### src/design/assert_macros.svh
// Assertion macros shared by the stopwatch controller RTL.
// Simulation gets concurrent assertions; synthesis gets empty bodies.
`ifndef ASSERT_MACROS_SVH
`define ASSERT_MACROS_SVH
`ifndef SYNTHESIS
`define SWCC_ASSERT(lbl, clk, rstn, prop, msg) \
  lbl: assert property (@(posedge clk) disable iff (!rstn) prop) else $error(msg);
`define SWCC_ASSERT_ALWAYS(lbl, clk, prop, msg) \
  lbl: assert property (@(posedge clk) prop) else $error(msg);
`else
`define SWCC_ASSERT(lbl, clk, rstn, prop, msg)
`define SWCC_ASSERT_ALWAYS(lbl, clk, prop, msg)
`endif
`endif

### src/design/swcc_pkg.sv
// Types and constants for the stopwatch command controller.
// Used by the channel interfaces and every module of the block.
package swcc_pkg;

  localparam int COUNT_W    = 19;
  localparam int OP_W       = 2;
  localparam int CHAR_W     = 8;
  localparam int EVENT_W    = 3;
  localparam int DIGIT_W    = 4;
  localparam int FIFO_DEPTH = 2;
  localparam int FIFO_PTR_W = (FIFO_DEPTH > 1) ? $clog2(FIFO_DEPTH) : 1;
  localparam int FIFO_CNT_W = $clog2(FIFO_DEPTH + 1);

  localparam logic [COUNT_W-1:0] LIMIT_RESET = COUNT_W'(215999);

  localparam logic [OP_W-1:0] OP_TICK   = 2'd0;
  localparam logic [OP_W-1:0] OP_BUTTON = 2'd1;
  localparam logic [OP_W-1:0] OP_CHAR   = 2'd2;

  localparam logic [CHAR_W-1:0] CHAR_S_LO = 8'h73;
  localparam logic [CHAR_W-1:0] CHAR_S_UP = 8'h53;
  localparam logic [CHAR_W-1:0] CHAR_A_LO = 8'h61;
  localparam logic [CHAR_W-1:0] CHAR_A_UP = 8'h41;
  localparam logic [CHAR_W-1:0] CHAR_R_LO = 8'h72;
  localparam logic [CHAR_W-1:0] CHAR_R_UP = 8'h52;
  localparam logic [CHAR_W-1:0] CHAR_ZERO  = 8'h30;
  localparam logic [CHAR_W-1:0] CHAR_COLON = 8'h3A;
  localparam logic [CHAR_W-1:0] CHAR_NL    = 8'h0A;

  typedef enum logic [EVENT_W-1:0] {
    EV_TICK    = 3'd0,
    EV_STARTED = 3'd1,
    EV_STOPPED = 3'd2,
    EV_RESET   = 3'd3,
    EV_REFUSED = 3'd4,
    EV_WRAP    = 3'd5,
    EV_UNKNOWN = 3'd6,
    EV_CHAR    = 3'd7
  } event_e;

  typedef enum logic [2:0] {
    CMD_TICK,
    CMD_TOGGLE,
    CMD_CLEAR,
    CMD_SHOW,
    CMD_UNKNOWN
  } cmd_e;

  typedef struct packed {
    logic valid;
    cmd_e cmd;
  } push_req_t;

  typedef struct packed {
    logic                  full;
    logic                  not_empty;
    logic [FIFO_CNT_W-1:0] count;
    cmd_e                  head;
  } fifo_stat_t;

  typedef struct packed {
    logic [DIGIT_W-1:0] h_tens;
    logic [DIGIT_W-1:0] h_ones;
    logic [DIGIT_W-1:0] m_tens;
    logic [DIGIT_W-1:0] m_ones;
    logic [DIGIT_W-1:0] s_tens;
    logic [DIGIT_W-1:0] s_ones;
  } time_t;

endpackage

### src/design/swcc_if.sv
// Valid/ready channel interfaces for the stopwatch command controller.
// Depends on swcc_pkg for the payload widths.
interface swcc_in_if;
  import swcc_pkg::*;
  logic              valid;
  logic              ready;
  logic [OP_W-1:0]   op;
  logic [CHAR_W-1:0] char_code;
  modport source (output valid, op, char_code, input ready);
  modport sink (input valid, op, char_code, output ready);
endinterface

interface swcc_out_if;
  import swcc_pkg::*;
  logic               valid;
  logic               ready;
  logic [EVENT_W-1:0] event_res;
  logic [CHAR_W-1:0]  out_char;
  logic               last;
  modport source (output valid, event_res, out_char, last, input ready);
  modport sink (input valid, event_res, out_char, last, output ready);
endinterface

### src/design/stopwatch_command_controller_core.sv
// Stopwatch command controller: a seconds stopwatch run by ticks, button
// presses and command characters, with a limit register and a result channel.
// Input items are taken every cycle while the two-entry command queue has room.
// The executor behind the queue gives one result per cycle unless the output
// stalls, into a single output register: a tick, toggle, clear or unknown
// character gives one result and a display command nine, one per character of
// HH:MM:SS and newline. The count is kept in binary and as six decimal digits,
// so a display needs no division. There is no clearing pass after reset.
module stopwatch_command_controller_core (
  input  logic                         clk_i,
  input  logic                         rst_ni,
  input  logic                         cfg_we_i,
  input  logic [swcc_pkg::COUNT_W-1:0] cfg_wdata_i,
  swcc_in_if.sink                      in_i,
  swcc_out_if.source                   out_o
);
  import swcc_pkg::*;
  `include "assert_macros.svh"

  push_req_t  push;
  fifo_stat_t fifo_stat;
  logic       pop;

  swcc_front u_front (
    .in_i        (in_i),
    .fifo_stat_i (fifo_stat),
    .push_o      (push)
  );

  swcc_fifo u_fifo (
    .clk_i  (clk_i),
    .rst_ni (rst_ni),
    .push_i (push),
    .pop_i  (pop),
    .stat_o (fifo_stat)
  );

  swcc_back u_back (
    .clk_i       (clk_i),
    .rst_ni      (rst_ni),
    .cfg_we_i    (cfg_we_i),
    .cfg_wdata_i (cfg_wdata_i),
    .fifo_stat_i (fifo_stat),
    .pop_o       (pop),
    .out_o       (out_o)
  );

  `SWCC_ASSERT(a_pop_nonempty, clk_i, rst_ni, pop |-> fifo_stat.not_empty, "pop from empty queue")
  `SWCC_ASSERT(a_no_push_full, clk_i, rst_ni, push.valid |-> !fifo_stat.full, "push into full queue")
  `SWCC_ASSERT(a_show_gapless, clk_i, rst_ni, (out_o.valid && !out_o.last) |=> out_o.valid, "gap in display")
  `SWCC_ASSERT(a_cnt_bound, clk_i, rst_ni, fifo_stat.count <= FIFO_CNT_W'(FIFO_DEPTH), "queue overflow")

endmodule

### src/design/swcc_front.sv
// Front end: accepts input items and classifies them into commands.
// Depends on swcc_pkg and swcc_in_if.
module swcc_front (
  swcc_in_if.sink          in_i,
  input  swcc_pkg::fifo_stat_t fifo_stat_i,
  output swcc_pkg::push_req_t  push_o
);
  import swcc_pkg::*;

  logic keep;
  cmd_e cmd;

  always_comb begin
    keep = 1'b1;
    cmd  = CMD_UNKNOWN;
    case (in_i.op)
      OP_TICK:   cmd = CMD_TICK;
      OP_BUTTON: cmd = CMD_TOGGLE;
      OP_CHAR: begin
        case (in_i.char_code)
          CHAR_S_LO, CHAR_S_UP: cmd = CMD_TOGGLE;
          CHAR_A_LO, CHAR_A_UP: cmd = CMD_SHOW;
          CHAR_R_LO, CHAR_R_UP: cmd = CMD_CLEAR;
          default:              cmd = CMD_UNKNOWN;
        endcase
      end
      default:   keep = 1'b0;
    endcase
  end

  // An undefined op is accepted and dropped without a result.
  assign in_i.ready   = !fifo_stat_i.full;
  assign push_o.valid = in_i.valid && in_i.ready && keep;
  assign push_o.cmd   = cmd;

endmodule

### src/design/swcc_fifo.sv
// Short command queue between the front end and the executor.
// Depends on swcc_pkg.
module swcc_fifo (
  input  logic                 clk_i,
  input  logic                 rst_ni,
  input  swcc_pkg::push_req_t  push_i,
  input  logic                 pop_i,
  output swcc_pkg::fifo_stat_t stat_o
);
  import swcc_pkg::*;

  cmd_e                  mem_q [FIFO_DEPTH];
  logic [FIFO_PTR_W-1:0] wr_ptr_q, wr_ptr_d;
  logic [FIFO_PTR_W-1:0] rd_ptr_q, rd_ptr_d;
  logic [FIFO_CNT_W-1:0] count_q, count_d;
  logic                  do_pop;

  assign do_pop = pop_i && (count_q != '0);

  always_comb begin
    wr_ptr_d = wr_ptr_q;
    rd_ptr_d = rd_ptr_q;
    count_d  = count_q;
    if (push_i.valid) begin
      wr_ptr_d = (wr_ptr_q == FIFO_PTR_W'(FIFO_DEPTH - 1)) ? '0 : wr_ptr_q + 1'b1;
    end
    if (do_pop) begin
      rd_ptr_d = (rd_ptr_q == FIFO_PTR_W'(FIFO_DEPTH - 1)) ? '0 : rd_ptr_q + 1'b1;
    end
    if (push_i.valid && !do_pop) begin
      count_d = count_q + 1'b1;
    end else if (!push_i.valid && do_pop) begin
      count_d = count_q - 1'b1;
    end
  end

  always_ff @(posedge clk_i or negedge rst_ni) begin
    if (!rst_ni) begin
      wr_ptr_q <= '0;
      rd_ptr_q <= '0;
      count_q  <= '0;
    end else begin
      wr_ptr_q <= wr_ptr_d;
      rd_ptr_q <= rd_ptr_d;
      count_q  <= count_d;
    end
  end

  always_ff @(posedge clk_i) begin
    if (push_i.valid) begin
      mem_q[wr_ptr_q] <= push_i.cmd;
    end
  end

  assign stat_o.full      = (count_q == FIFO_CNT_W'(FIFO_DEPTH));
  assign stat_o.not_empty = (count_q != '0);
  assign stat_o.count     = count_q;
  assign stat_o.head      = mem_q[rd_ptr_q];

endmodule

### src/design/swcc_back.sv
// Executor: holds the stopwatch state, carries out queued commands and
// drives the registered result channel. Depends on swcc_pkg and swcc_out_if.
module swcc_back (
  input  logic                       clk_i,
  input  logic                       rst_ni,
  input  logic                       cfg_we_i,
  input  logic [swcc_pkg::COUNT_W-1:0] cfg_wdata_i,
  input  swcc_pkg::fifo_stat_t       fifo_stat_i,
  output logic                       pop_o,
  swcc_out_if.source                 out_o
);
  import swcc_pkg::*;

  localparam logic [3:0] SHOW_LAST = 4'd8;
  localparam logic [DIGIT_W-1:0] D_NINE = 4'd9;
  localparam logic [DIGIT_W-1:0] D_FIVE = 4'd5;

  logic [COUNT_W-1:0] limit_q, limit_d;
  logic [COUNT_W-1:0] elapsed_q, elapsed_d;
  logic               running_q, running_d;
  time_t              digits_q, digits_d, digits_inc;
  logic [3:0]         idx_q, idx_d;
  logic               ov_q, ov_d;
  event_e             oev_q, oev_d;
  logic [CHAR_W-1:0]  och_q, och_d;
  logic               olast_q, olast_d;
  logic               out_free, fire;
  logic [COUNT_W:0]   sum;
  logic [DIGIT_W-1:0] digit_sel;
  logic [CHAR_W-1:0]  time_char;

  assign out_free = !ov_q || out_o.ready;
  assign fire     = fifo_stat_i.not_empty && out_free;
  assign sum      = {1'b0, elapsed_q} + 1'b1;

  always_comb begin
    digits_inc = digits_q;
    if (digits_q.s_ones != D_NINE) begin
      digits_inc.s_ones = digits_q.s_ones + 1'b1;
    end else begin
      digits_inc.s_ones = '0;
      if (digits_q.s_tens != D_FIVE) begin
        digits_inc.s_tens = digits_q.s_tens + 1'b1;
      end else begin
        digits_inc.s_tens = '0;
        if (digits_q.m_ones != D_NINE) begin
          digits_inc.m_ones = digits_q.m_ones + 1'b1;
        end else begin
          digits_inc.m_ones = '0;
          if (digits_q.m_tens != D_FIVE) begin
            digits_inc.m_tens = digits_q.m_tens + 1'b1;
          end else begin
            digits_inc.m_tens = '0;
            if (digits_q.h_ones != D_NINE) begin
              digits_inc.h_ones = digits_q.h_ones + 1'b1;
            end else begin
              digits_inc.h_ones = '0;
              digits_inc.h_tens = (digits_q.h_tens != D_NINE) ?
                                  digits_q.h_tens + 1'b1 : '0;
            end
          end
        end
      end
    end
  end

  always_comb begin
    digit_sel = '0;
    time_char = CHAR_ZERO;
    case (idx_q)
      4'd0:    digit_sel = digits_q.h_tens;
      4'd1:    digit_sel = digits_q.h_ones;
      4'd3:    digit_sel = digits_q.m_tens;
      4'd4:    digit_sel = digits_q.m_ones;
      4'd6:    digit_sel = digits_q.s_tens;
      4'd7:    digit_sel = digits_q.s_ones;
      default: digit_sel = '0;
    endcase
    case (idx_q)
      4'd2, 4'd5: time_char = CHAR_COLON;
      SHOW_LAST:  time_char = CHAR_NL;
      default:    time_char = CHAR_ZERO + CHAR_W'(digit_sel);
    endcase
  end

  always_comb begin
    limit_d   = cfg_we_i ? cfg_wdata_i : limit_q;
    elapsed_d = elapsed_q;
    running_d = running_q;
    digits_d  = digits_q;
    idx_d     = idx_q;
    ov_d      = ov_q && !out_o.ready;
    oev_d     = oev_q;
    och_d     = och_q;
    olast_d   = olast_q;
    pop_o     = 1'b0;
    if (fire) begin
      ov_d    = 1'b1;
      och_d   = '0;
      olast_d = 1'b1;
      pop_o   = 1'b1;
      case (fifo_stat_i.head)
        CMD_TICK: begin
          oev_d = EV_TICK;
          if (running_q) begin
            if (sum >= {1'b0, limit_q}) begin
              elapsed_d = '0;
              digits_d  = '0;
              running_d = 1'b0;
              oev_d     = EV_WRAP;
            end else begin
              elapsed_d = sum[COUNT_W-1:0];
              digits_d  = digits_inc;
            end
          end
        end
        CMD_TOGGLE: begin
          running_d = !running_q;
          oev_d     = running_q ? EV_STOPPED : EV_STARTED;
        end
        CMD_CLEAR: begin
          if (running_q) begin
            oev_d = EV_REFUSED;
          end else begin
            elapsed_d = '0;
            digits_d  = '0;
            oev_d     = EV_RESET;
          end
        end
        CMD_SHOW: begin
          oev_d   = EV_CHAR;
          och_d   = time_char;
          olast_d = (idx_q == SHOW_LAST);
          pop_o   = (idx_q == SHOW_LAST);
          idx_d   = (idx_q == SHOW_LAST) ? '0 : idx_q + 1'b1;
        end
        default: begin
          oev_d = EV_UNKNOWN;
        end
      endcase
    end
  end

  always_ff @(posedge clk_i or negedge rst_ni) begin
    if (!rst_ni) begin
      limit_q   <= LIMIT_RESET;
      elapsed_q <= '0;
      running_q <= 1'b0;
      digits_q  <= '0;
      idx_q     <= '0;
      ov_q      <= 1'b0;
    end else begin
      limit_q   <= limit_d;
      elapsed_q <= elapsed_d;
      running_q <= running_d;
      digits_q  <= digits_d;
      idx_q     <= idx_d;
      ov_q      <= ov_d;
    end
  end

  always_ff @(posedge clk_i) begin
    oev_q   <= oev_d;
    och_q   <= och_d;
    olast_q <= olast_d;
  end

  assign out_o.valid     = ov_q;
  assign out_o.event_res = oev_q;
  assign out_o.out_char  = och_q;
  assign out_o.last      = olast_q;

endmodule
### src/flat_wrapper.sv
// flat-port wrapper written by rule: the top's interface ports become plain ports
module stopwatch_command_controller_core_flat import swcc_pkg::*;
  (clk_i, rst_ni, cfg_we_i, cfg_wdata_i, in_i_valid, in_i_op, in_i_char_code, in_i_ready, out_o_valid, out_o_event_res, out_o_out_char, out_o_last, out_o_ready);
  swcc_in_if in_i_i ();
  swcc_out_if out_o_i ();
  input  logic clk_i;
  input  logic rst_ni;
  input  logic cfg_we_i;
  input  logic [swcc_pkg::COUNT_W-1:0] cfg_wdata_i;
  input wire logic [$bits(in_i_i.valid)-1:0] in_i_valid;
  input wire logic [$bits(in_i_i.op)-1:0] in_i_op;
  input wire logic [$bits(in_i_i.char_code)-1:0] in_i_char_code;
  output wire logic [$bits(in_i_i.ready)-1:0] in_i_ready;
  output wire logic [$bits(out_o_i.valid)-1:0] out_o_valid;
  output wire logic [$bits(out_o_i.event_res)-1:0] out_o_event_res;
  output wire logic [$bits(out_o_i.out_char)-1:0] out_o_out_char;
  output wire logic [$bits(out_o_i.last)-1:0] out_o_last;
  input wire logic [$bits(out_o_i.ready)-1:0] out_o_ready;
  assign in_i_i.valid = in_i_valid;
  assign in_i_i.op = in_i_op;
  assign in_i_i.char_code = in_i_char_code;
  assign in_i_ready = in_i_i.ready;
  assign out_o_valid = out_o_i.valid;
  assign out_o_event_res = out_o_i.event_res;
  assign out_o_out_char = out_o_i.out_char;
  assign out_o_last = out_o_i.last;
  assign out_o_i.ready = out_o_ready;
  stopwatch_command_controller_core u_core (.clk_i(clk_i), .rst_ni(rst_ni), .cfg_we_i(cfg_we_i), .cfg_wdata_i(cfg_wdata_i), .in_i(in_i_i), .out_o(out_o_i));
endmodule
### config.mk
export PLATFORM = sky130hd
export DESIGN_NAME = stopwatch_command_controller_core_flat
export DESIGN_NICKNAME = d
export VERILOG_FILES = /design/src/design/swcc_pkg.sv /design/src/design/swcc_if.sv /design/src/design/stopwatch_command_controller_core.sv /design/src/design/swcc_front.sv /design/src/design/swcc_fifo.sv /design/src/design/swcc_back.sv /design/src/flat_wrapper.sv
export VERILOG_INCLUDE_DIRS = /design/src /design/src/design
export SDC_FILE = /design/constraint.sdc
export NUM_CORES = 1
export LEC_CHECK = 0
export BUFFER_PORTS_ARGS = -buffer_cell sky130_fd_sc_hd__buf_2
export CAP_MARGIN = 20
export CORE_UTILIZATION = 55
export DETAILED_ROUTE_END_ITERATION = 10
export GPL_TIMING_DRIVEN = 0
export PLACE_DENSITY = 0.75
export SLEW_MARGIN = 25
export SYNTH_ARGS = -nofsm -noshare
export SYNTH_HDL_FRONTEND = slang
export SYNTH_SLANG_ARGS = --single-unit
### constraint.sdc
create_clock -name clk_i -period 4.85 [get_ports clk_i]
set_clock_uncertainty 0.15 [all_clocks]
set_input_delay 0.485 -clock clk_i [delete_from_list [all_inputs] [get_ports clk_i]]
set_output_delay 0.485 -clock clk_i [all_outputs]
set_load 0.03 [all_outputs]
; Word level (Yosys, flattened, before mapping)
; Memories as Yosys holds them, arrays and structs flattened.
; Index checks and enable logic that the tools add are counted.
[totals]
ff_bits = 84
ramBits = 6
in_bits = 34
out_inout_bits = 14
word_cells = 141
mem_count = 1
[mem_list]
columns = name, depth, word_bits, read_ports, rd_clocked_by_memory_dff, wr, line_no
row1 = u_core.u_fifo.mem_q, 2, 3, 1, 0, 1, swcc_fifo.sv:12  ; cmd_e mem_q [FIFO_DEPTH];
[classes]
add_sub_neg = 13
magnitude_cmp = 1
n_eq_ne = 33
muxes = 42
n_reduce_logical = 34
[ops]
columns = operator, n
row1 = 2-to-1 mux 24 bit, 3
row2 = 2-to-1 mux 19 bit, 3
row3 = == test 8 x 7 -> 1 bit (second input constant), 6
row4 = one-hot mux 24 bit (2 select lines), 1
row5 = one-hot mux 19 bit (2 select lines), 1
row6 = 2-to-1 mux 4 bit, 8
row7 = adder 4 x 1 -> 4 bit (second input constant), 7
row8 = one-hot mux 4 bit (6 select lines), 1
row9 = adder 19 x 1 -> 20 bit (second input constant), 1
row10 = greater-or-equal comparator 20 x 19 -> 1 bit, 1
row11 = 2-to-1 mux 20 bit, 1
row12 = one-hot mux 3 bit (3 select lines), 2
row13 = == test 4 x 3 -> 1 bit (second input constant), 4
row14 = 2-to-1 mux 16 bit, 1
row15 = inequality test 4 bit (second input constant), 4
row16 = inequality test 3 bit (second input constant), 5
row17 = one-hot mux 7 bit (2 select lines), 1
row18 = 2-to-1 mux 12 bit, 1
row19 = one-hot mux 3 bit (4 select lines), 1
row20 = 2-to-1 mux 1 bit, 10
row21 = 2-to-1 mux 3 bit, 3
row22 = AND reduction 9 bit, 1
row23 = == test 4 x 2 -> 1 bit (second input constant), 2
row24 = 2-to-1 mux 8 bit, 1
row25 = other kinds (29), 54

; Depth between registers and ports, before layout
; Gate-level depths: netlist (run 1).
[depth]
word_depth = 10
depth_mapped = 16
ltp_nobuf = 13

; Cells and area by module
; A second synthesis (run 1) with hierarchy kept.
[unflattened]
hier_cells = 558
hier_area_um2 = 5272.6
[by_module_without_submodules]
columns = module, n_inst, cells_each, area_per_inst_um2, seq_area_each_um2
row1 = swcc_back, 1, 519, 4770.8, 1988.2
row2 = swcc_fifo, 1, 25, 415.4, 280.3
row3 = swcc_front, 1, 14, 86.3, 0.0

; Worst setup path after synthesis (run 1)
; No wires, ideal clock.
[synth_timing]
path_kind = reg-to-reg
from = register u_core.u_back.elapsed_q[0]
to = register u_core.u_back.elapsed_q[11]
setup_time_ns = 0.076
t_arrival_ns = 3.491
t_required_ns = 4.624
setup_slack_ns = 1.132
stages_incl_launch_ff = 15
path_buffers = 1
synth_period_minus_slack_ns = 3.718
cell_sequence = dfrtp_1 > ha_1 > nand4_1 > nor3_1 > and4_1 > xor2_1 > ha_1 > and3_1 > a221oi_2 > o211ai_4 > a21o_2 > or2_4 > buf_6 > or4_1 > o21ai_1
[synth_via]
elab_chain_cells = 5
[synth_rtl]
columns = element, line_no
row1 = "start, declared", swcc_back.sv:19  ; logic [COUNT_W-1:0] elapsed_q, elapsed_d;
row2 = "start signal, assigned", swcc_back.sv:154  ; elapsed_q <= elapsed_d;
row3 = adder 19 x 1 -> 20 bit *, swcc_back.sv:34  ; assign sum = {1'b0, elapsed_q} + 1'b1;
row4 = greater-or-equal comparator 20 x 19 -> 1 bit, swcc_back.sv:106  ; if (sum >= {1'b0, limit_q}) begin
row5 = 2-to-1 mux 19 bit *, swcc_back.sv:106
row6 = 2-to-1 mux 19 bit *, swcc_back.sv:105  ; if (running_q) begin
row7 = one-hot mux 19 bit (2 select lines) *, swcc_back.sv:102  ; case (fifo_stat_i.head)
; Mark *: on every way between the ends. The rest lies on a longest branch, timed or not. The select of a mux whose other input is x is not followed.
; A chain may end at the register's enable or synchronous reset.

; Worst setup path in the final report (run 1)
[layout_timing]
from = register u_core.u_back.elapsed_q[0]
to = register u_core.u_back.elapsed_q[5]
; The elaborated chain is that of the path after synthesis.

==> impl_metrics.toml, run 1 <==
[timing]
tightest_slew_ns = 0.863
slew_violations = 0
worst_slack_ns = 0.370
rsz0062_at_grt = "no"
maxSlewHeadroom_pct = 42.5
fin_crit_sh_pct = 92.4
fmax_mhz = 223
period_minus_slack_ns = 4.48
fin_tns_setup_ns = 0
setup_viol = 0
final_hold_viol_count = 0
whs_ns = 0.172

[synth]
syn_inst = 553
syn_avg_cell_area_um2 = 9.35
synth-edff-count = 15
synth_mux_area_share_pct = 1.67
synth_ff_type = "dfrtp_1"
yosys.area_share.simple_pct = 17.6
ys_seq_area_share_pct = 43.9
synthXorXnorAreaFrac_pct = 3.90
synth-compound-area-share_pct = 18.4
synth_top_family_by_area = "compound AO/OA/AOI/OAI gates"
synth_warnings = 0
syn-cell-area_um2 = 5170
yosys_register_bits = 87
synth_cell_types = 66
synth_fa_ha_area_share_pct = 8.95
postSynth.asyncResetShare_pct = 82.8

[power_and_ir_drop]
power.density_nw_per_um2 = 498
p_leak_nw = 2.58
vdd_drop_max_mv = 0.316

[die]
start_util_pct = 56.5
die_h_um = 99.0
core_um2 = 9150
rows = 35
io_pins = 48
die_x_um = 99.0
die-area_um2 = 9790

[clocking]
cts_sinks = 87
cts_made_buffers = 9
cts_root_buffer = "clkbuf_8"
clock_latency_ns = 0.37
cts_tree = "yes"
clk_pin_slew_worst_paths_ns = 0.10
post_cts_buffers = 0
h-tree-depth = 3
ctsLongestPathBuffers = 2

[detailed_routing]
vias = 4165
drt.antenna.violating_nets = 0
drt_first_pass_iters = 11
post_drt_wl_per_cell_um = 15.5
drt_drc_violations_left = 2
wl_um = 11200
viasPerCell = 5.74
first_iter_violations = 239

[worst_setup_path]
startpoint = "u_core.u_back.elapsed_q[0]"
crit_family = "simple AND/OR/NAND/NOR gates"
crit_cells = 13
crit_buf_inv = 0
ff2ff_setup_slack_ns = 0.37
cp-end-kind = "register"
r2r_end = "u_core.u_back.elapsed_q[5]"
worstSetupPathType = "reg2reg"
critPathCapture = "u_core.u_back.elapsed_q[5]"
slowest_stage = "nor3_1"
rr_startpoint = "u_core.u_back.elapsed_q[0]"
ff2ff_path_depth = 13
worst_ep_required_time_ns = 4.95
cp_data_arrival_time_ns = 4.58
slowest_delay_ns = 0.48
path_cells = "ha_1, nand4_1, nor3_1, nand4_1, xnor2_1, ha_1, and3_1, a221oi_2, o211ai_4, a21o_2, nor2_2, nand2_1, o41ai_1"
crit_path_max_fanout = 10
critPathLaunchType = "register"

[final_layout]
area_delta_synth_final_pct = 11.6
nNetsFinal = 681
finalInstanceArea_um2 = 5770
drive_above_1_share_pct = 16.4
nFillCells = 775
seqCellArea_um2 = 2270
antenna_cells = 0
multi_input_area_um2 = 2630

[place]
dp_hpwl_um = 8400
post-place-ws_ns = 0.158
portBuffers = 43
gp_congestion = 0.825
placed_area_um2 = 5560

[global_route]
grt_pass1_wl_um = 18800
grt_antenna_before_repair = 0
grt_usage_pct = 24.2
grt_overflow = 0
grt_pass1_vias = 4127
grt_max_degree = 48

[min_path]
worstHoldPathType = "in2reg"
hp-start = "cfg_wdata_i[2]"

[run]
drv_cap = 0

[outcome]
violations = "design-rule violations"
status = "finished, violations left"
-- logic make-up after synthesis --
group           after synthesis
xor+xnor                     23
compound gates              139
simple gates                191
buf+inv                      67
mux                           8
other cells                   1
fa+ha+maj                    37
flops                        87
-- cell type report --
class	instances	share of cell area, %
sequential	87	39.3
multi-input combinational	400	45.5
clock inverter	6	1.19
tap	111	2.41
clock buffer	10	2.21
inverter	42	2.73
buffer	25	2.21
timing repair buffer	45	4.42
-- cells in the mapped netlist (4+ instances only) --
library cell  count  area, µm²
inv_1            42        158
or3_1             4       25.0
and3_1            6       37.5
nand2_1          91        342
ha_1             37        463
xnor2_1          15        131
xor2_1            8       70.1
a31oi_1           4       25.0
o31ai_1           7       52.6
nor2_1           21       78.8
a222oi_1          4       40.0
nand4_1           7       43.8
dfrtp_1          59       1480
o21a_1            5       37.5
edfxtp_1         15        450
o22ai_1           8       50.1
nor2b_1           4       25.0
dfstp_2          13        342
a21oi_1          20        100
o21ai_1          11       55.1
nor3_1            9       45.0
o2bb2ai_1         4       35.0
clkbuf_1         16       60.1
o41ai_1           6       52.6
mux2_2            5       56.3
nand3_1          17       85.1
and2_1            4       25.0
nand2b_1         11       68.8
o21ai_0          40        200
buf_4             4       30.0
-- registers in the layout, summed over array words and instances (netlist names) --
| name | cells |
|---|---|
| u_core.u_back.idx_q | 4 |
| u_core.u_fifo.rd_ptr_q | 1 |
| u_core.u_back.out_o.last | 1 |
| u_core.u_fifo.wr_ptr_q | 1 |
| u_core.u_back.running_q | 1 |
| u_core.u_back.elapsed_q | 19 |
| u_core.u_back.out_o.valid | 1 |
| u_core.u_back.limit_q | 19 |
| u_core.u_back.digits_q | 24 |
| u_core.u_back.out_o.event_res | 3 |
| u_core.u_back.out_o.out_char | 5 |
| u_core.u_fifo.mem_q | 6 |
| u_core.u_fifo.count_q | 2 |
-- where the power goes --
group	switching [W]	internal [W]	total [W]
registers	0.000199	0.000966	0.00117
clock network	0.000276	0.000241	0.000517
logic	0.000732	0.000462	0.00119
-- cells in the final DEF (no fill, tap or decap), types with 4 or more instances in the layout --
cell        n
o21ai_1    11
buf_2      45
o21a_1      5
xor2_1      8
o31ai_1     7
o21ai_0    40
ha_1       37
nand2b_1   11
mux2_2      5
a222oi_1    4
dfstp_2    13
nor3_1      9
nand3_1    17
and3_1      6
a31oi_1     4
dfrtp_1    59
a21oi_1    20
clkbuf_8    9
nor2_1     20
inv_1      42
or3_1       4
buf_4       5
clkbuf_1   17
edfxtp_1   15
nand4_1     7
xnor2_1    15
o22ai_1     8
o41ai_1     6
nor2b_1     4
and2_1      4
nand2_1    91
o2bb2ai_1   4
-- stage by stage --
step	util, %	total power (W)	instances
after global placement	60.4	0.00229	708
after floorplan	-	0.00202	554
after CTS	63.0	0.00287	726
after global routing	63.1	0.00307	726
final	63.1	0.00288	726
after detailed placement	60.7	0.00235	709
-- routing by layer --
metal,part of all wire [%],global-route usage [%]
met1,45,29.4
met2,50,43.2
met3,3.5,4.26
met4,1.8,8.61
met5,0,0
-- what timing repair did --
item                                    CTS  global route
endpoints found under the setup margin    0             8
gates resized for setup                   0             2
hold buffers                              1             0
hold endpoints to repair                 16             0
-- worst register-to-register path, delay by kind of cell (launching register included) --
kind	cells	cell delay [ns]
adder cells (fa/ha/maj)	2	0.61
XOR/XNOR	1	0.32
flip-flops	1	0.46
AND/OR/NAND/NOR	6	1.72
AO/OA/AOI/OAI	4	1.11
-- worst min path at each step --
stage                                     end  slack (ns)  cells past startpoint
floorplan           u_core.u_back.digits_q[0]        0.04                      0
global placement       u_core.u_fifo.wr_ptr_q        0.33                      1
detailed placement   u_core.u_back.limit_q[6]        0.28                      1
CTS                  u_core.u_back.limit_q[2]        0.17                      3
global route         u_core.u_back.limit_q[1]        0.19                      3
finish               u_core.u_back.limit_q[2]        0.17                      3
Note: power is estimated with default switching activity, not from simulation.
==> run 2, diff against run 1 <==
--- a/config.mk
+++ b/config.mk
@@ -11,6 +11,7 @@
 export CORE_UTILIZATION = 55
 export DETAILED_ROUTE_END_ITERATION = 10
 export GPL_TIMING_DRIVEN = 0
+export MAX_ROUTING_LAYER = met4
 export PLACE_DENSITY = 0.75
 export SLEW_MARGIN = 25
 export SYNTH_ARGS = -nofsm -noshare
==> constraint.sdc (replaced) <==
create_clock -name clk_i -period 4.85 [get_ports clk_i]
set_clock_uncertainty 0.15 [all_clocks]
set_input_delay 0.2425 -clock clk_i [delete_from_list [all_inputs] [get_ports clk_i]]
set_output_delay 0.2425 -clock clk_i [all_outputs]
set_load 0.03 [all_outputs]
==> impl_metrics.toml, run 2 (synthesized netlist as in run 1, its figures left out) <==
[die]
io_pins = 48
die-area_um2 = 9790
core_um2 = 9150
start_util_pct = 56.5
die_h_um = 99.0
rows = 35
die_x_um = 99.0

[outcome]
violations = "design-rule violations"
status = "finished, violations left"

[worst_setup_path]
cp_data_arrival_time_ns = 4.60
crit_family = "simple AND/OR/NAND/NOR gates"
path_cells = "ha_1, nand4_1, nor3_1, nand4_1, xnor2_1, ha_1, and3_1, a221oi_2, o211ai_4, a21o_2, nor2_2, nand2_1, o41ai_1"
crit_buf_inv = 0
critPathLaunchType = "register"
slowest_delay_ns = 0.49
cp-end-kind = "register"
slowest_stage = "nor3_1"
worst_ep_required_time_ns = 4.94
worstSetupPathType = "reg2reg"
crit_path_max_fanout = 10

[global_route]
grtUsageMet1_pct = 29.8
grt_usage_pct = 25.6
grt_pass1_vias = 4229
top_usage_layer = "met2"
met3_usage_pct = 4.54
grt_pass1_wl_um = 19300
met2_usage_pct = 44.9
grt_overflow = 0
grt_max_degree = 48
grt_antenna_before_repair = 0

[run]
drv_cap = 0

[power_and_ir_drop]
internal_power_w = 0.00168
power.density_nw_per_um2 = 484
p_seq_share_pct = 40.3
vdd_drop_max_mv = 0.315
p_clk_share_pct = 17.9
p_leak_nw = 2.67
switching_power_w = 0.00121
swShare_pct = 41.9
comb_power_share_pct = 41.8

[clocking]
clock_latency_ns = 0.36
ctsLongestPathBuffers = 2
cts_sinks = 87
post_cts_buffers = 0
clk_pin_slew_worst_paths_ns = 0.10
cts_tree = "yes"
cts_made_buffers = 9
cts_root_buffer = "clkbuf_8"
h-tree-depth = 3

[place]
gp_congestion = 0.837
portBuffers = 43
dp_hpwl_um = 8400

[final_layout]
layout_common_cells = "91 x nand2_1, 59 x dfrtp_1, 45 x buf_2"
largest_reg_flops = 24
drive_above_1_share_pct = 15.9
antenna_cells = 0
nNetsFinal = 701
reg_top3 = "u_core.u_back.digits_q (24), u_core.u_back.elapsed_q (19), u_core.u_back.limit_q (19)"
nFillCells = 747
layout_commonest_cell = "nand2_1"
area_delta_synth_final_pct = 15.5
top_register = "u_core.u_back.digits_q"

[detailed_routing]
viasPerCell = 5.69
post_drt_wl_per_cell_um = 15.4
drt_drc_violations_left = 2
vias = 4248
first_iter_violations = 226
drt_first_pass_iters = 8
wl_um = 11500
drt.antenna.violating_nets = 0

[min_path]
worstHoldPathType = "in2reg"

[timing]
maxSlewHeadroom_pct = 42.1
fin_tns_setup_ns = 0
setup_viol = 0
slew_violations = 0
fmax_mhz = 222
tightest_slew_ns = 0.869
rsz0062_at_grt = "no"
fin_crit_sh_pct = 92.9
whs_ns = 0.0507
period_minus_slack_ns = 4.51
final_hold_viol_count = 0
[run 2: changes by cell type in the layout (fill, tap and decap cells not counted)]
cell and delta:
dlygate4sd3_1 +20
[run 2: per-layer routing]
metal	share of wire, %	routed length, µm
met5	0	0
met4	1.7	194
met3	3.5	400
met2	51	5850
met1	44	5040
[run 2: final timing paths]
kind	start	endpoint	slack (ns)	cells past startpoint
min in group asynchronous	rst_ni	u_core.u_back.limit_q[6]	0.18	2
max	u_core.u_back.elapsed_q[0]	u_core.u_back.elapsed_q[5]	0.34	13
min	in_i_valid	u_core.u_fifo.wr_ptr_q	0.05	3
max in group asynchronous	rst_ni	u_core.u_back.limit_q[0]	3.78	3
min reg2reg	u_core.u_back.out_o.valid	u_core.u_back.out_o.valid	0.35	2
max reg2reg	u_core.u_back.elapsed_q[0]	u_core.u_back.elapsed_q[5]	0.34	13
[run 2: area by class of cell]
class | count | area [µm²] | area share [%]
plain buffers | 25 | 128 | 2.14
clock buffers | 10 | 128 | 2.14
clock inverters | 6 | 68.8 | 1.15
inverters | 42 | 158 | 2.64
multi-input cells | 400 | 2630 | 44.0
flip-flops and latches | 87 | 2270 | 38.0
well taps | 111 | 139 | 2.33
repair buffers | 65 | 455 | 7.63
[run 2: timing repair]
action | in CTS | in global routing
setup endpoints to repair | 0 | 8
gates resized for setup | 0 | 2
hold endpoints to repair | 52 | 0
hold buffers | 21 | 0
[run 2: power groups by stage]
stage	Clock, W	Combinational (W)	Sequential, W
detailed placement	0	0.00118	0.00118
global route	0.000548	0.00135	0.00119
finish	0.000517	0.00121	0.00116
global placement	0	0.00113	0.00116
CTS	0.000521	0.00120	0.00116
floorplan	0	0.000825	0.00119
[run 2: per-stage QoR]
step | setup WS, ns | util (%) | cells | total power (W) | area, µm²
floorplan | 1.13 | - | 554 | 0.00202 | 5170
global placement | 0.306 | 60.4 | 708 | 0.00229 | 5530
detailed placement | 0.158 | 60.7 | 709 | 0.00235 | 5560
CTS | 0.110 | 65.2 | 746 | 0.00288 | 5960
global route | 0.0191 | 65.2 | 746 | 0.00309 | 5970
finish | 0.343 | 65.2 | 746 | 0.00289 | 5970
[run 2: worst reg2reg max path, delay by kind of cell (launching register included)]
kind | cells | cell delay, ns
compound gates | 4 | 1.13
flops | 1 | 0.46
fa+ha+maj | 2 | 0.61
xor+xnor | 1 | 0.31
simple gates | 6 | 1.74
==> run 3, diff against run 2 <==
--- a/config.mk
+++ b/config.mk
@@ -8,11 +8,13 @@
 export LEC_CHECK = 0
 export BUFFER_PORTS_ARGS = -buffer_cell sky130_fd_sc_hd__buf_2
 export CAP_MARGIN = 20
-export CORE_UTILIZATION = 55
+export CELL_PAD_IN_SITES_DETAIL_PLACEMENT = 0
+export CELL_PAD_IN_SITES_GLOBAL_PLACEMENT = 1
+export CORE_UTILIZATION = 46
 export DETAILED_ROUTE_END_ITERATION = 10
 export GPL_TIMING_DRIVEN = 0
 export MAX_ROUTING_LAYER = met4
-export PLACE_DENSITY = 0.75
+export PLACE_DENSITY = 0.8
 export SLEW_MARGIN = 25
 export SYNTH_ARGS = -nofsm -noshare
 export SYNTH_HDL_FRONTEND = slang
==> impl_metrics.toml, run 3 (synthesized netlist as in run 1, its figures left out) <==
[outcome]
status = "completed"

[power_and_ir_drop]
vdd_drop_max_mv = 0.351
p_leak_nw = 2.66
power.density_nw_per_um2 = 471

[run]
drv_cap = 0

[timing]
slew_violations = 0
fin_tns_setup_ns = 0
fin_crit_sh_pct = 91.1
setup_viol = 0
fmax_mhz = 226
rsz0062_at_grt = "no"
worst_slack_ns = 0.431
maxSlewHeadroom_pct = 39.1
period_minus_slack_ns = 4.42
tightest_slew_ns = 0.914
final_hold_viol_count = 0

[clocking]
cts_made_buffers = 9
cts_tree = "yes"
clk_pin_slew_worst_paths_ns = 0.09
ctsLongestPathBuffers = 2
clock_latency_ns = 0.38
cts_sinks = 87
h-tree-depth = 3
cts_root_buffer = "clkbuf_8"

[worst_setup_path]
cp_data_arrival_time_ns = 4.55
slowest_delay_ns = 0.63
path_cells = "ha_1, nand4_1, nor3_1, nand4_1, xnor2_1, ha_1, and3_1, nand3_1, a2111oi_1, buf_2, or2_4, buf_6, buf_6, o21bai_1, o2bb2ai_1"
slowest_stage = "a2111oi_1"
critPathLaunchType = "register"
worst_ep_required_time_ns = 4.98
crit_path_max_fanout = 10
cp-end-kind = "register"
worstSetupPathType = "reg2reg"

[min_path]
worstHoldPathType = "in2reg"

[final_layout]
drive_above_1_share_pct = 15.7
reg_top3 = "u_core.u_back.digits_q (24), u_core.u_back.elapsed_q (19), u_core.u_back.limit_q (19)"
area_delta_synth_final_pct = 15.4
antenna_cells = 0
layout_commonest_cell = "nand2_1"
nNetsFinal = 701
layout_common_cells = "91 x nand2_1, 59 x dfrtp_1, 45 x buf_2"
instances_no_fill = 775
top_register = "u_core.u_back.digits_q"
largest_reg_flops = 24

[detailed_routing]
post_drt_wl_per_cell_um = 14.8
viasPerCell = 5.38
drt_drc_violations_left = 0
wl_um = 11500
drt_first_pass_iters = 6
first_iter_violations = 275
vias = 4168
drt.antenna.violating_nets = 0

[die]
die_x_um = 108
start_util_pct = 47.5
rows = 38
io_pins = 48
core_um2 = 10900
die-area_um2 = 11700
die_h_um = 108

[place]
dp_hpwl_um = 8430
post-place-ws_ns = 0.101
gp_congestion = 0.846
placed_cells = 738
portBuffers = 43

[global_route]
grt_overflow = 0
grt_antenna_before_repair = 0
grt_max_degree = 42
grt_pass1_vias = 4174
grt_pass1_wl_um = 19300
grt_usage_pct = 22.0
[run 3: cell count changes in the layout (fill, tap and decap cells not counted), sizes merged]
cell / before / now
bufinv: 1 / 0
clkinv: 4 / 3
clkbuf: 26 / 28
[run 3: area by class of cell]
class                           instances  area [µm²]
Multi-Input combinational cell        400        2620
Tap cell                              140         175
Sequential cell                        87        2270
Fill cell                             991        4920
Clock buffer                           12         145
Buffer                                 25         128
Inverter                               42         158
Clock inverter                          4        21.3
Timing Repair Buffer                   65         448
[run 3: power by group]
part / switching, W / internal, W
Clock: 0.000262 / 0.000198
Sequential: 0.000202 / 0.000966
Combinational: 0.000715 / 0.000467
[run 3: critical path: cells and delay by family, from the launching register on]
| family | cells | cell delay (ns) |
|---|---|---|
| and+or+nand+nor | 6 | 1.36 |
| AOI/OAI and AO/OA | 3 | 0.82 |
| adders and majority gates | 2 | 0.61 |
| buffers and inverters | 3 | 0.71 |
| DFF | 1 | 0.45 |
| xor gates and xnor gates | 1 | 0.20 |
[run 3: worst paths after layout]
check / startpoint / to / slack (ns) / cells after the start
min reg2reg: u_core.u_fifo.wr_ptr_q / u_core.u_fifo.wr_ptr_q / 0.35 / 1
min: in_i_valid / u_core.u_fifo.wr_ptr_q / 0.04 / 3
max in group asynchronous: rst_ni / u_core.u_back.limit_q[5] / 3.69 / 3
max: u_core.u_back.elapsed_q[0] / u_core.u_back.digits_q[10] / 0.43 / 15
max reg2reg: u_core.u_back.elapsed_q[0] / u_core.u_back.digits_q[10] / 0.43 / 15
min in group asynchronous: rst_ni / u_core.u_back.elapsed_q[0] / 0.24 / 2
[run 3: through the flow]
| stage | power, W | cell area (µm²) | hold WS (ns) | utilization (%) |
|---|---|---|---|---|
| 2_1_floorplan | 0.00202 | 5170 | -0.203 | - |
| 3_3_place_gp | 0.00231 | 5560 | 0.302 | 51.1 |
| 3_5_place_dp | 0.00235 | 5590 | 0.120 | 51.3 |
| 4_1_cts | 0.00283 | 5960 | 0.0307 | 54.8 |
| 5_1_grt | 0.00304 | 5970 | 0.0588 | 54.8 |
| 6_report | 0.00281 | 5970 | 0.0356 | 54.8 |
[run 3: what timing repair did]
item,in CTS,in global routing
hold endpoints to repair,48,0
hold buffers,21,0
resized for setup,0,1
endpoints found under the setup margin,0,6
buffers inserted,0,0
[run 3: layer usage]
| layer | global-route usage (%) | part of all wire, % |
|---|---|---|
| met5 | - | 0 |
| met2 | 36.2 | 48 |
| met3 | 3.01 | 3.7 |
| met1 | 27.2 | 46 |
| met4 | 9.49 | 2.2 |
